===== config.mk =====
export PLATFORM = sky130hd
export DESIGN_NAME = boosted_vote_combiner_flat
export DESIGN_NICKNAME = d
export VERILOG_FILES = /design/src/rtl/bvc_pkg.sv /design/src/rtl/bvc_req_if.sv /design/src/rtl/bvc_rsp_if.sv /design/src/rtl/bvc_divider.sv /design/src/rtl/boosted_vote_combiner.sv /design/src/flat_wrapper.sv
export SDC_FILE = /design/constraint.sdc
export NUM_CORES = 1
export LEC_CHECK = 0
export BUFFER_PORTS_ARGS = -buffer_cell sky130_fd_sc_hd__clkbuf_2
export CAP_MARGIN = 20
export CORE_UTILIZATION = 50
export CTS_BUF_LIST = sky130_fd_sc_hd__clkbuf_8
export CTS_CLUSTER_DIAMETER = 40
export CTS_CLUSTER_SIZE = 8
export DETAILED_ROUTE_END_ITERATION = 16
export GPL_ROUTABILITY_DRIVEN = 1
export PLACE_DENSITY_LB_ADDON = 0.15
export SYNTH_ARGS = -nofsm -noshare
export SYNTH_HDL_FRONTEND = slang
export SYNTH_SLANG_ARGS = --single-unit

===== constraint.sdc =====
create_clock -name clock -period 17.55 [get_ports clock]
set_input_delay 1.755 -clock clock [delete_from_list [all_inputs] [get_ports clock]]
set_output_delay 1.755 -clock clock [all_outputs]
set_load 0.03 [all_outputs]

===== src/rtl/bvc_pkg.sv =====
// Package for the boosted vote combiner: widths, constants and divider control types.
package bvc_pkg;

   localparam int WEIGHT_W   = 16;
   localparam int SUM_W      = 26;
   localparam int TOTAL_W    = SUM_W + 1;
   localparam int SHARE_FRAC = 16;
   localparam int SHARE_W    = SHARE_FRAC + 1;
   localparam int DIV_CNT_W  = $clog2(SHARE_W);

   localparam logic [TOTAL_W-1:0] SUM_MAX = TOTAL_W'((64'd1 << SUM_W) - 64'd1);

   // sequencer to divider
   typedef struct packed {
      logic start;
   } div_ctrl_type;

   // divider to sequencer
   typedef struct packed {
      logic busy;
      logic done;
   } div_stat_type;

endpackage


===== src/rtl/bvc_req_if.sv =====
// Request channel: one weak learner vote per transfer.
interface bvc_req_if
   import bvc_pkg::*;
   ();
   logic                valid;
   logic                ready;
   logic                learner_class;
   logic [WEIGHT_W-1:0] learner_weight;
   logic                last_learner;

   modport source (output valid, output learner_class, output learner_weight,
                   output last_learner, input ready);
   modport sink   (input valid, input learner_class, input learner_weight,
                   input last_learner, output ready);
endinterface


===== src/rtl/bvc_rsp_if.sv =====
// Response channel: vote sums, winner and shares of one example per transfer.
interface bvc_rsp_if
   import bvc_pkg::*;
   ();
   logic               valid;
   logic               ready;
   logic [SUM_W-1:0]   votes_class0;
   logic [SUM_W-1:0]   votes_class1;
   logic               chosen_class;
   logic [SHARE_W-1:0] share_class0;
   logic [SHARE_W-1:0] share_class1;
   logic               zero_total;

   modport source (output valid, output votes_class0, output votes_class1,
                   output chosen_class, output share_class0, output share_class1,
                   output zero_total, input ready);
   modport sink   (input valid, input votes_class0, input votes_class1,
                   input chosen_class, input share_class0, input share_class1,
                   input zero_total, output ready);
endinterface


===== src/rtl/bvc_divider.sv =====
// Restoring divider, one quotient bit per cycle: floor(part * 2^16 / total), part <= total.
module bvc_divider
   import bvc_pkg::*;
(
   input  logic               clock,
   input  logic               reset,
   input  div_ctrl_type       ctrl,
   input  logic [SUM_W-1:0]   part,
   input  logic [TOTAL_W-1:0] total,
   output div_stat_type       stat,
   output logic [SHARE_W-1:0] quotient
);

   logic                 busy_ff, busy_in;
   logic                 done_ff, done_in;
   logic [DIV_CNT_W-1:0] cnt_ff, cnt_in;
   logic [TOTAL_W:0]     rem_ff, rem_in;
   logic [SHARE_W-1:0]   quo_ff, quo_in;

   logic [TOTAL_W:0]     divisor;
   logic                 q_bit;
   logic [TOTAL_W:0]     rem_next;

   assign divisor  = {1'b0, total};
   assign q_bit    = (rem_ff >= divisor);
   assign rem_next = q_bit ? (rem_ff - divisor) : rem_ff;

   always_comb begin
      busy_in = busy_ff;
      done_in = 1'b0;
      cnt_in  = cnt_ff;
      rem_in  = rem_ff;
      quo_in  = quo_ff;
      if (ctrl.start) begin
         busy_in = 1'b1;
         cnt_in  = '0;
         rem_in  = (TOTAL_W + 1)'(part);
         quo_in  = '0;
      end else if (busy_ff) begin
         quo_in = {quo_ff[SHARE_W-2:0], q_bit};
         // remainder stays below total, so the doubled value fits
         rem_in = {rem_next[TOTAL_W-1:0], 1'b0};
         cnt_in = cnt_ff + DIV_CNT_W'(1);
         if (cnt_ff == DIV_CNT_W'(SHARE_W - 1)) begin
            busy_in = 1'b0;
            done_in = 1'b1;
         end
      end
   end

   always_ff @(posedge clock) begin
      if (reset) begin
         busy_ff <= 1'b0;
         done_ff <= 1'b0;
         cnt_ff  <= '0;
      end else begin
         busy_ff <= busy_in;
         done_ff <= done_in;
         cnt_ff  <= cnt_in;
      end
      rem_ff <= rem_in;
      quo_ff <= quo_in;
   end

   assign stat.busy = busy_ff;
   assign stat.done = done_ff;
   assign quotient  = quo_ff;

endmodule


===== src/rtl/boosted_vote_combiner.sv =====
// Boosted vote combiner top level: vote accumulation, share sequencer and result register.
//
// Usage:
//  - req_ch carries one weak learner vote per transfer: learner_class, its Q8.8
//    learner_weight and last_learner, which closes the run of one example.
//  - Each vote is added to its class sum; sums saturate at 2^26-1.
//    A run of votes is taken at one transfer per cycle.
//  - On the last vote, rsp_ch gets one transfer with both sums, the winning class
//    (ties go to class 0) and each class's share of the total in Q1.16.
//  - Shares come from one shared restoring divider run twice, 17 steps each.
//    After the last vote req_ch.ready stays low through both divisions with a nonzero
//    total; with a zero total no division runs (shares 0, zero_total set).
//  - Throughput: one vote per cycle within a run; between examples req_ch.ready
//    is low while the shares are divided.
//  - The result sits in an output register; votes of the next example are
//    taken while it waits. If the receiver still stalls when the next example
//    finishes dividing, the block holds with req_ch.ready low until the
//    pending transfer completes.
//  - Synchronous active-high reset clears both sums, the sequencer and
//    rsp_ch.valid.
module boosted_vote_combiner
   import bvc_pkg::*;
(
   input  logic         clock,
   input  logic         reset,
   bvc_req_if.sink      req_ch,
   bvc_rsp_if.source    rsp_ch
);

   typedef enum logic [5:0] {
      ST_ACCUM  = 6'b000001,
      ST_LOAD0  = 6'b000010,
      ST_WAIT0  = 6'b000100,
      ST_LOAD1  = 6'b001000,
      ST_WAIT1  = 6'b010000,
      ST_FINISH = 6'b100000
   } state_type;

   state_type state_ff, state_in;

   // running sums of the current example
   logic [SUM_W-1:0]   sum0_ff, sum0_in;
   logic [SUM_W-1:0]   sum1_ff, sum1_in;
   // final sums of the example being divided
   logic [SUM_W-1:0]   vote0_ff, vote0_in;
   logic [SUM_W-1:0]   vote1_ff, vote1_in;
   logic [TOTAL_W-1:0] total_ff, total_in;
   logic [SHARE_W-1:0] share0_ff, share0_in;
   logic [SHARE_W-1:0] share1_ff, share1_in;

   // output register
   logic               rsp_valid_ff, rsp_valid_in;
   logic [SUM_W-1:0]   rsp_v0_ff, rsp_v0_in;
   logic [SUM_W-1:0]   rsp_v1_ff, rsp_v1_in;
   logic               rsp_cls_ff, rsp_cls_in;
   logic [SHARE_W-1:0] rsp_s0_ff, rsp_s0_in;
   logic [SHARE_W-1:0] rsp_s1_ff, rsp_s1_in;
   logic               rsp_zero_ff, rsp_zero_in;

   logic               req_fire;
   logic               out_free;
   logic [TOTAL_W-1:0] add_sum;
   logic [SUM_W-1:0]   add_sat;
   logic [SUM_W-1:0]   new0;
   logic [SUM_W-1:0]   new1;

   div_ctrl_type       div_ctrl;
   div_stat_type       div_stat;
   logic [SUM_W-1:0]   div_part;
   logic [SHARE_W-1:0] div_quo;

   assign req_ch.ready = (state_ff == ST_ACCUM);
   assign req_fire     = req_ch.valid && req_ch.ready;
   assign out_free     = !rsp_valid_ff || rsp_ch.ready;

   // one saturating adder, steered by the vote's class
   always_comb begin
      add_sum = (req_ch.learner_class ? {1'b0, sum1_ff} : {1'b0, sum0_ff})
              + TOTAL_W'(req_ch.learner_weight);
      add_sat = (add_sum > SUM_MAX) ? SUM_MAX[SUM_W-1:0] : add_sum[SUM_W-1:0];
      new0    = req_ch.learner_class ? sum0_ff : add_sat;
      new1    = req_ch.learner_class ? add_sat : sum1_ff;
   end

   assign div_ctrl.start = (state_ff == ST_LOAD0) || (state_ff == ST_LOAD1);
   assign div_part       = (state_ff == ST_LOAD1) ? vote1_ff : vote0_ff;

   bvc_divider u_divider (
      .clock    (clock),
      .reset    (reset),
      .ctrl     (div_ctrl),
      .part     (div_part),
      .total    (total_ff),
      .stat     (div_stat),
      .quotient (div_quo)
   );

   always_comb begin
      state_in     = state_ff;
      sum0_in      = sum0_ff;
      sum1_in      = sum1_ff;
      vote0_in     = vote0_ff;
      vote1_in     = vote1_ff;
      total_in     = total_ff;
      share0_in    = share0_ff;
      share1_in    = share1_ff;
      rsp_valid_in = rsp_valid_ff && !rsp_ch.ready;
      rsp_v0_in    = rsp_v0_ff;
      rsp_v1_in    = rsp_v1_ff;
      rsp_cls_in   = rsp_cls_ff;
      rsp_s0_in    = rsp_s0_ff;
      rsp_s1_in    = rsp_s1_ff;
      rsp_zero_in  = rsp_zero_ff;

      unique case (state_ff)
         ST_ACCUM: begin
            if (req_fire) begin
               if (req_ch.last_learner) begin
                  // last vote counts, then sums clear for the next example
                  vote0_in  = new0;
                  vote1_in  = new1;
                  total_in  = TOTAL_W'(new0) + TOTAL_W'(new1);
                  sum0_in   = '0;
                  sum1_in   = '0;
                  share0_in = '0;
                  share1_in = '0;
                  if ((new0 == '0) && (new1 == '0)) begin
                     state_in = ST_FINISH;
                  end else begin
                     state_in = ST_LOAD0;
                  end
               end else begin
                  sum0_in = new0;
                  sum1_in = new1;
               end
            end
         end
         ST_LOAD0: begin
            state_in = ST_WAIT0;
         end
         ST_WAIT0: begin
            if (div_stat.done) begin
               share0_in = div_quo;
               state_in  = ST_LOAD1;
            end
         end
         ST_LOAD1: begin
            state_in = ST_WAIT1;
         end
         ST_WAIT1: begin
            if (div_stat.done) begin
               share1_in = div_quo;
               state_in  = ST_FINISH;
            end
         end
         ST_FINISH: begin
            if (out_free) begin
               rsp_valid_in = 1'b1;
               rsp_v0_in    = vote0_ff;
               rsp_v1_in    = vote1_ff;
               rsp_cls_in   = (vote1_ff > vote0_ff);
               rsp_s0_in    = share0_ff;
               rsp_s1_in    = share1_ff;
               rsp_zero_in  = (total_ff == '0);
               state_in     = ST_ACCUM;
            end
         end
         default: begin
            state_in = ST_ACCUM;
         end
      endcase
   end

   always_ff @(posedge clock) begin
      if (reset) begin
         state_ff     <= ST_ACCUM;
         sum0_ff      <= '0;
         sum1_ff      <= '0;
         rsp_valid_ff <= 1'b0;
      end else begin
         state_ff     <= state_in;
         sum0_ff      <= sum0_in;
         sum1_ff      <= sum1_in;
         rsp_valid_ff <= rsp_valid_in;
      end
      vote0_ff    <= vote0_in;
      vote1_ff    <= vote1_in;
      total_ff    <= total_in;
      share0_ff   <= share0_in;
      share1_ff   <= share1_in;
      rsp_v0_ff   <= rsp_v0_in;
      rsp_v1_ff   <= rsp_v1_in;
      rsp_cls_ff  <= rsp_cls_in;
      rsp_s0_ff   <= rsp_s0_in;
      rsp_s1_ff   <= rsp_s1_in;
      rsp_zero_ff <= rsp_zero_in;
   end

   assign rsp_ch.valid        = rsp_valid_ff;
   assign rsp_ch.votes_class0 = rsp_v0_ff;
   assign rsp_ch.votes_class1 = rsp_v1_ff;
   assign rsp_ch.chosen_class = rsp_cls_ff;
   assign rsp_ch.share_class0 = rsp_s0_ff;
   assign rsp_ch.share_class1 = rsp_s1_ff;
   assign rsp_ch.zero_total   = rsp_zero_ff;

   // no vote is taken while the divider runs
   a_busy_not_ready: assert property (@(posedge clock) disable iff (reset)
      div_stat.busy |-> !req_ch.ready)
      else $error("vote taken while divider busy");

   // closing vote leaves both sums cleared
   a_sums_cleared: assert property (@(posedge clock) disable iff (reset)
      (req_fire && req_ch.last_learner) |=> (sum0_ff == '0) && (sum1_ff == '0))
      else $error("sums not cleared after last vote");

   // zero total carries zero shares
   a_zero_shares: assert property (@(posedge clock) disable iff (reset)
      (rsp_valid_ff && rsp_zero_ff) |-> (rsp_s0_ff == '0) && (rsp_s1_ff == '0))
      else $error("nonzero share with zero total");

   // winner agrees with the sums it is sent with
   a_winner: assert property (@(posedge clock) disable iff (reset)
      rsp_valid_ff |-> (rsp_cls_ff == (rsp_v1_ff > rsp_v0_ff)))
      else $error("chosen class disagrees with vote sums");

   // result register only reloads once the pending transfer is gone
   a_no_overwrite: assert property (@(posedge clock) disable iff (reset)
      (state_ff == ST_FINISH && rsp_valid_ff && !rsp_ch.ready) |=> (state_ff == ST_FINISH))
      else $error("result register overwritten while stalled");

endmodule

===== src/flat_wrapper.sv =====
// flat-port wrapper written by rule: the top's interface ports become plain ports
module boosted_vote_combiner_flat import bvc_pkg::*;
  (clock, reset, req_ch_valid, req_ch_learner_class, req_ch_learner_weight, req_ch_last_learner, req_ch_ready, rsp_ch_valid, rsp_ch_votes_class0, rsp_ch_votes_class1, rsp_ch_chosen_class, rsp_ch_share_class0, rsp_ch_share_class1, rsp_ch_zero_total, rsp_ch_ready);
  bvc_req_if req_ch_i ();
  bvc_rsp_if rsp_ch_i ();
  input  logic clock;
  input  logic reset;
  input wire logic [$bits(req_ch_i.valid)-1:0] req_ch_valid;
  input wire logic [$bits(req_ch_i.learner_class)-1:0] req_ch_learner_class;
  input wire logic [$bits(req_ch_i.learner_weight)-1:0] req_ch_learner_weight;
  input wire logic [$bits(req_ch_i.last_learner)-1:0] req_ch_last_learner;
  output wire logic [$bits(req_ch_i.ready)-1:0] req_ch_ready;
  output wire logic [$bits(rsp_ch_i.valid)-1:0] rsp_ch_valid;
  output wire logic [$bits(rsp_ch_i.votes_class0)-1:0] rsp_ch_votes_class0;
  output wire logic [$bits(rsp_ch_i.votes_class1)-1:0] rsp_ch_votes_class1;
  output wire logic [$bits(rsp_ch_i.chosen_class)-1:0] rsp_ch_chosen_class;
  output wire logic [$bits(rsp_ch_i.share_class0)-1:0] rsp_ch_share_class0;
  output wire logic [$bits(rsp_ch_i.share_class1)-1:0] rsp_ch_share_class1;
  output wire logic [$bits(rsp_ch_i.zero_total)-1:0] rsp_ch_zero_total;
  input wire logic [$bits(rsp_ch_i.ready)-1:0] rsp_ch_ready;
  assign req_ch_i.valid = req_ch_valid;
  assign req_ch_i.learner_class = req_ch_learner_class;
  assign req_ch_i.learner_weight = req_ch_learner_weight;
  assign req_ch_i.last_learner = req_ch_last_learner;
  assign req_ch_ready = req_ch_i.ready;
  assign rsp_ch_valid = rsp_ch_i.valid;
  assign rsp_ch_votes_class0 = rsp_ch_i.votes_class0;
  assign rsp_ch_votes_class1 = rsp_ch_i.votes_class1;
  assign rsp_ch_chosen_class = rsp_ch_i.chosen_class;
  assign rsp_ch_share_class0 = rsp_ch_i.share_class0;
  assign rsp_ch_share_class1 = rsp_ch_i.share_class1;
  assign rsp_ch_zero_total = rsp_ch_i.zero_total;
  assign rsp_ch_i.ready = rsp_ch_ready;
  boosted_vote_combiner u_core (.clock(clock), .reset(reset), .req_ch(req_ch_i), .rsp_ch(rsp_ch_i));
endmodule

After elaboration in Yosys (flattened, before gate mapping)
Cells that the tools add are included.

storage, ports and cells
  memories kept = 0
  word-level logic and storage cells = 90
  bits in read-only memories = 0
  bits in writable memories = 0
  bits in latches = 0
  flip-flop bits (word level) = 312
  input bits = 22

operators by class
  add/subtract/negate cells = 4
  bitwise gates (word level) = 1
  div/mod/pow operators = 0
  muxes and demuxes = 28
  multipliers = 0
  shift-type cells = 0
  magnitude comparators = 3
  equal/unequal tests = 12
  reductions and logical operators = 21

operator list
  cell                                                                     count
  26-bit two-way mux                                                       9
  17-bit one-hot mux with 2 select lines                                   2
  26-bit zero test                                                         2
  17-bit two-way mux                                                       3
  6-bit two-way mux                                                        6
  6-bit one-hot mux with 6 select lines                                    1
  28-bit by 27-bit greater-or-equal comparator with 1-bit output           1
  26-bit by 26-bit adder with 27-bit output                                1
  27-bit by 16-bit adder with 27-bit output                                1
  27-bit by 26-bit > comparator with 1-bit output (second input constant)  1
  27-bit zero test                                                         1
  27-bit two-way mux                                                       1
  27-bit subtractor                                                        1
  26-bit > comparator                                                      1
  2-bit inequality test (second input constant)                            4
  4-bit AND reduction                                                      2
  6-bit by 1-bit == test with 1-bit output (second input constant)         1
  6-bit by 2-bit == test with 1-bit output (second input constant)         1
  6-bit by 3-bit == test with 1-bit output (second input constant)         1
  6-bit by 4-bit == test with 1-bit output (second input constant)         1
  6-bit by 5-bit == test with 1-bit output (second input constant)         1
  6-bit == test (second input constant)                                    1
  1-bit two-way mux                                                        6
  2-bit nonzero test                                                       3
  12 further kinds                                                         17

Longest topological paths before layout
  depth in word-level cells = 11
  mapped depth = 34
  mapped depth without buffers = 25

Hierarchy
Synthesis repeated with hierarchy kept, for this count alone.

second synthesis, totals
  cells, all modules = 1767
  area, all modules = 18188.7 um2

modules (own cells, without submodules)
  module                 instances  cells each  area each (um2)
  boosted_vote_combiner  1          1317        14279.9
  bvc_divider            1          450         3908.7

Least setup slack after synthesis
No wires, ideal clock.

  path type = input to register
  start point = in req_ch_learner_class
  end point = reg u_core.total_ff[18], data pin
  stages on the path = 30
  setup slack = 8854 ps
  path buffers = 10
  arrival = 8439 ps
  setup time = 258 ps
  data required time = 17292 ps
  cells stage by stage = buf_6 buf_2 buf_4 buf_2 buf_2 buf_1 clkbuf_1 buf_1 clkbuf_1 o21ai_0 ha_1 fa_1 a211oi_2 o21ai_2 a21oi_4 o21a_1 clkbuf_1 a31oi_1 ha_1 nor2b_1 o21ai_0 nand2b_1 a211o_1 a311o_1 o22a_1 a211o_1 a31o_1 a21o_1 a21oi_2 xnor2_1

on the way
  word-level cells in the longest chain between the ends = 6

RTL lines
  element                                          line                          source
  start, declared                                  flat_wrapper.sv:9             input wire logic [$bits(req_ch_i.learner_class)-1:0] req_ch_learner_class;
  26-bit two-way mux                               boosted_vote_combiner.sv:78   add_sum = (req_ch.learner_class ? {1'b0, sum1_ff} : {1'b0, sum0_ff})
  27-bit by 16-bit adder with 27-bit output        boosted_vote_combiner.sv:79   + TOTAL_W'(req_ch.learner_weight);
  27-bit by 26-bit > comparator with 1-bit output  boosted_vote_combiner.sv:80   add_sat = (add_sum > SUM_MAX) ? SUM_MAX[SUM_W-1:0] : add_sum[SUM_W-1:0];
  26-bit two-way mux                               boosted_vote_combiner.sv:80
  26-bit two-way mux *                             boosted_vote_combiner.sv:82   new1 = req_ch.learner_class ? add_sat : sum1_ff;
  via u_core.new1[2]                               boosted_vote_combiner.sv:65   logic [SUM_W-1:0] new1;
  26-bit by 26-bit adder with 27-bit output *      boosted_vote_combiner.sv:122  total_in = TOTAL_W'(new0) + TOTAL_W'(new1);
  end signal, assigned                             boosted_vote_combiner.sv:188  total_ff <= total_in;
  end, declared                                    boosted_vote_combiner.sv:47   logic [TOTAL_W-1:0] total_ff, total_in;

The timed path passes the listed nets; every way through them passes the cells marked *.
A chain may end at the register's enable or synchronous reset.

Worst setup path in the final report
  start point = in req_ch_learner_class
  end point = reg u_core.total_ff[24], data pin

The elaborated chain is that of the path after synthesis.

==> impl_metrics.yaml <==
final_layout:
  multi_input_area_um2: 7890
  diodes: 0
  nets: 1826
  syn_to_final_growth_pct: 12.3
  fin_cells: 2195
  ff_latch_area_um2: 8520
  fill_cells: 2890
  drive_gt1_share_pct: 15.8
hold_path:
  min_path_cells: 0
  min_from: "u_core.share1_ff[13]"
  hold_path_class: "flop to flop"
  hold-path-endpoint: "u_core.rsp_ch.share_class1[13]"
sta:
  hold_ws_ns: 0.414
  finalCritPeriodShare_pct: 40.1
  fmax_mhz: 142
  finalWorstSetupSlack_ns: 10.51
  finalHoldViolations: 0
  worst_pin_slew_ns: 0.989
  clock_skew_ns: 0.0182
  setup-tns-final_ns: 0
  relSlewSlack_pct: 34.1
  setup_viol: 0
  slew_viol_final: 0
  rsz0062_at_grt: "no"
  min_period_ns: 7.04
die:
  die_h_um: 186
  start_util_pct: 50.8
  coreArea_um2: 33400
  die_area_um2: 34700
  pin_count: 112
  die_x_um: 186
  row_count: 67
clock_tree:
  ctsRootBufferMaster: "clkbuf_8"
  htree_num_levels: 2
  clock_latency_ns: 0.59
  cts-resized-gates: 0
  clock_path_buffers: 3
  cts_tree: "done"
  postCtsHoldBufs: 0
  clkTransAtPathRegs_ns: 0.07
  postCtsSetupBuffers: 0
  clock_sinks: 312
  numCtsBuffers: 54
pwr:
  ir_worst_vdd_mv: 0.0716
  power.density_nw_per_um2: 96.8
  p_leak_nw: 7.60
routing:
  via_per_inst: 5.90
  ant_nets: 0
  initialDrtViolationCount: 1136
  wl_per_cell_um: 19.6
  drc: 0
  vias: 13000
  drt-total-wl_um: 43100
  firstDrtPassIters: 5
yosys:
  netlist.area_leader.share_pct: 40.1
  yosys-top-cells-count: "edfxtp_1, nor2_1, ha_1, a21oi_1, inv_1"
  syn-num-nets: 1709
  ys_warn_count: 0
  ys_seq_elements: 312
  synth_cells: 1589
  synth_area_um2: 17000
  ys_top_cells_by_area: "edfxtp_1, dfxtp_1, ha_1"
  avgSynthCellArea_um2: 10.7
  synth.largest_area_cell: "edfxtp_1"
  synth_edf_count: 227
  synth_cell_type_count: 90
  async_reset_ff_share_pct: 0
  yosysSeqAreaShare_pct: 50.1
  synth_most_common_cell: "edfxtp_1"
  ys.flop_type: "edfxtp_1"
global_routing:
  grt.total_usage_pct: 24.6
  grt_antenna_before_repair: 0
  use_met2_pct: 36.4
  use_met1_pct: 36.4
  grt_overflow_total: 0
  grt_pass1_wl_um: 67200
  grt_max_degree: 81
  grt_pass1_vias: 12100
  grt_util_met3_pct: 3.86
  busiest_layer: "met2"
critical_path:
  worstSetupPathType: "input port to flop"
  r2r_start: "u_core.sum1_ff[6]"
  rrSetupSlack_ns: 11.86
  start_kind: "input port"
  cp-end-kind: "flop"
  r2r_end: "u_core.total_ff[25]"
  r2r_cells: 19
  arrival_ns: 7.37
  worstPathMaxFanout: 67
  required_ns: 17.88
placed_design:
  placed_cells_incl_taps: 2098
  routabilityCongestion: 0.982
  dp_slack_ns: 10.05
  hpwl_um: 31300
  portBuffers: 111
outcome:
  status: "finished clean"
run:
  drv_cap: 0
-- power by group --
group	switching [mW]	internal [mW]	leakage, nW
Combinational	0.195	0.127	4.16
Clock	0.297	0.364	0.622
Sequential	0.0265	0.837	2.81
-- worst max path at each step --
stage                          from             endpoint  slack, ns  depth (start not counted)
3_5_place_dp   req_ch_learner_class  u_core.total_ff[24]      10.05                         22
5_1_grt        req_ch_learner_class  u_core.total_ff[25]      10.14                         20
3_3_place_gp   req_ch_learner_class  u_core.total_ff[18]      10.21                         20
6_report       req_ch_learner_class  u_core.total_ff[24]      10.51                         22
2_1_floorplan  req_ch_learner_class  u_core.total_ff[18]       8.85                         30
4_1_cts        req_ch_learner_class  u_core.total_ff[24]      10.68                         22
-- registers in the layout (all words and copies together), names as in the netlist, 5 cells and up --
| register | flops |
|---|---|
| u_core.rsp_ch.share_class0 | 17 |
| u_core.rsp_ch.share_class1 | 17 |
| u_core.rsp_ch.votes_class0 | 26 |
| u_core.rsp_ch.votes_class1 | 26 |
| u_core.share0_ff | 17 |
| u_core.share1_ff | 17 |
| u_core.state_ff | 6 |
| u_core.sum0_ff | 26 |
| u_core.sum1_ff | 26 |
| u_core.total_ff | 27 |
| u_core.u_divider.cnt_ff | 5 |
| u_core.u_divider.quotient | 17 |
| u_core.u_divider.rem_ff | 28 |
| u_core.vote0_ff | 26 |
| u_core.vote1_ff | 26 |
-- worst max-delay path, cell delays in order --
cell and delay [ns]:
buf_4 0.44, buf_4 0.67, nand4_1 0.29, a21oi_4 0.29, nand4_4 0.19, o21ai_2 0.43
nor2_1 0.12, a21oi_1 0.40, inv_1 0.13, fa_1 0.47, nor2b_1 0.12, o21ai_0 0.09
nand2b_1 0.14, a21oi_1 0.08, maj3_1 0.39, nor3_1 0.20, o22a_1 0.27, a211o_1 0.19
nand2_1 0.10, o31ai_2 0.26, o22ai_1 0.13, xnor2_1 0.14
-- metal layers --
| layer | wire length (um) | share of wire [%] |
|---|---|---|
| met3 | 2930 | 6.8 |
| met4 | 1160 | 2.7 |
| met1 | 20600 | 48 |
| met2 | 18400 | 43 |
| met5 | 0 | 0 |
-- per-stage QoR --
stage                     instance area, um^2  total power, mW  util (%)
after floorplan                         17000             1.12         -
after global placement                  18000             1.19      53.7
after detailed placement                18000             1.19      53.8
after CTS                               19100             1.86      57.0
after global routing                    19100             1.93      57.0
final                                   19100             1.85      57.0
-- cell type report --
cell class                 count  area share, %
tap                          448           2.94
clock inverter                36           1.33
multi-input combinational   1123           41.4
clock buffer                  61           4.40
inverter                      88           1.73
sequential                   312           44.7
timing repair buffer         127           3.57
-- cell usage in the layout (no fill, tap or decap), drive strengths merged, types with 32 or more instances in the layout --
cell / Yosys / routed
a21o: 32 / 32
a21oi: 96 / 96
a22oi: 55 / 55
and2: 41 / 41
clkbuf: 47 / 171
dfxtp: 85 / 85
edfxtp: 227 / 227
ha: 95 / 95
inv: 88 / 109
mux2i: 38 / 38
nand2: 75 / 75
nor2: 168 / 168
o21ai: 97 / 97
xnor2: 43 / 43
-- kinds of logic (layout without fill, tap and decap cells) --
logic type,after synthesis,count (layout),synth area share (%)
AND/OR/NAND/NOR,446,446,12.9
AO/OA/AOI/OAI,441,441,17.9
flip-flops,312,312,50.1
buffers and inverters,154,312,3.66
adder cells (fa/ha/maj),101,101,7.53
XOR/XNOR,69,69,3.77
multiplexers,66,66,4.12
(Power assumes the default switching activity.)
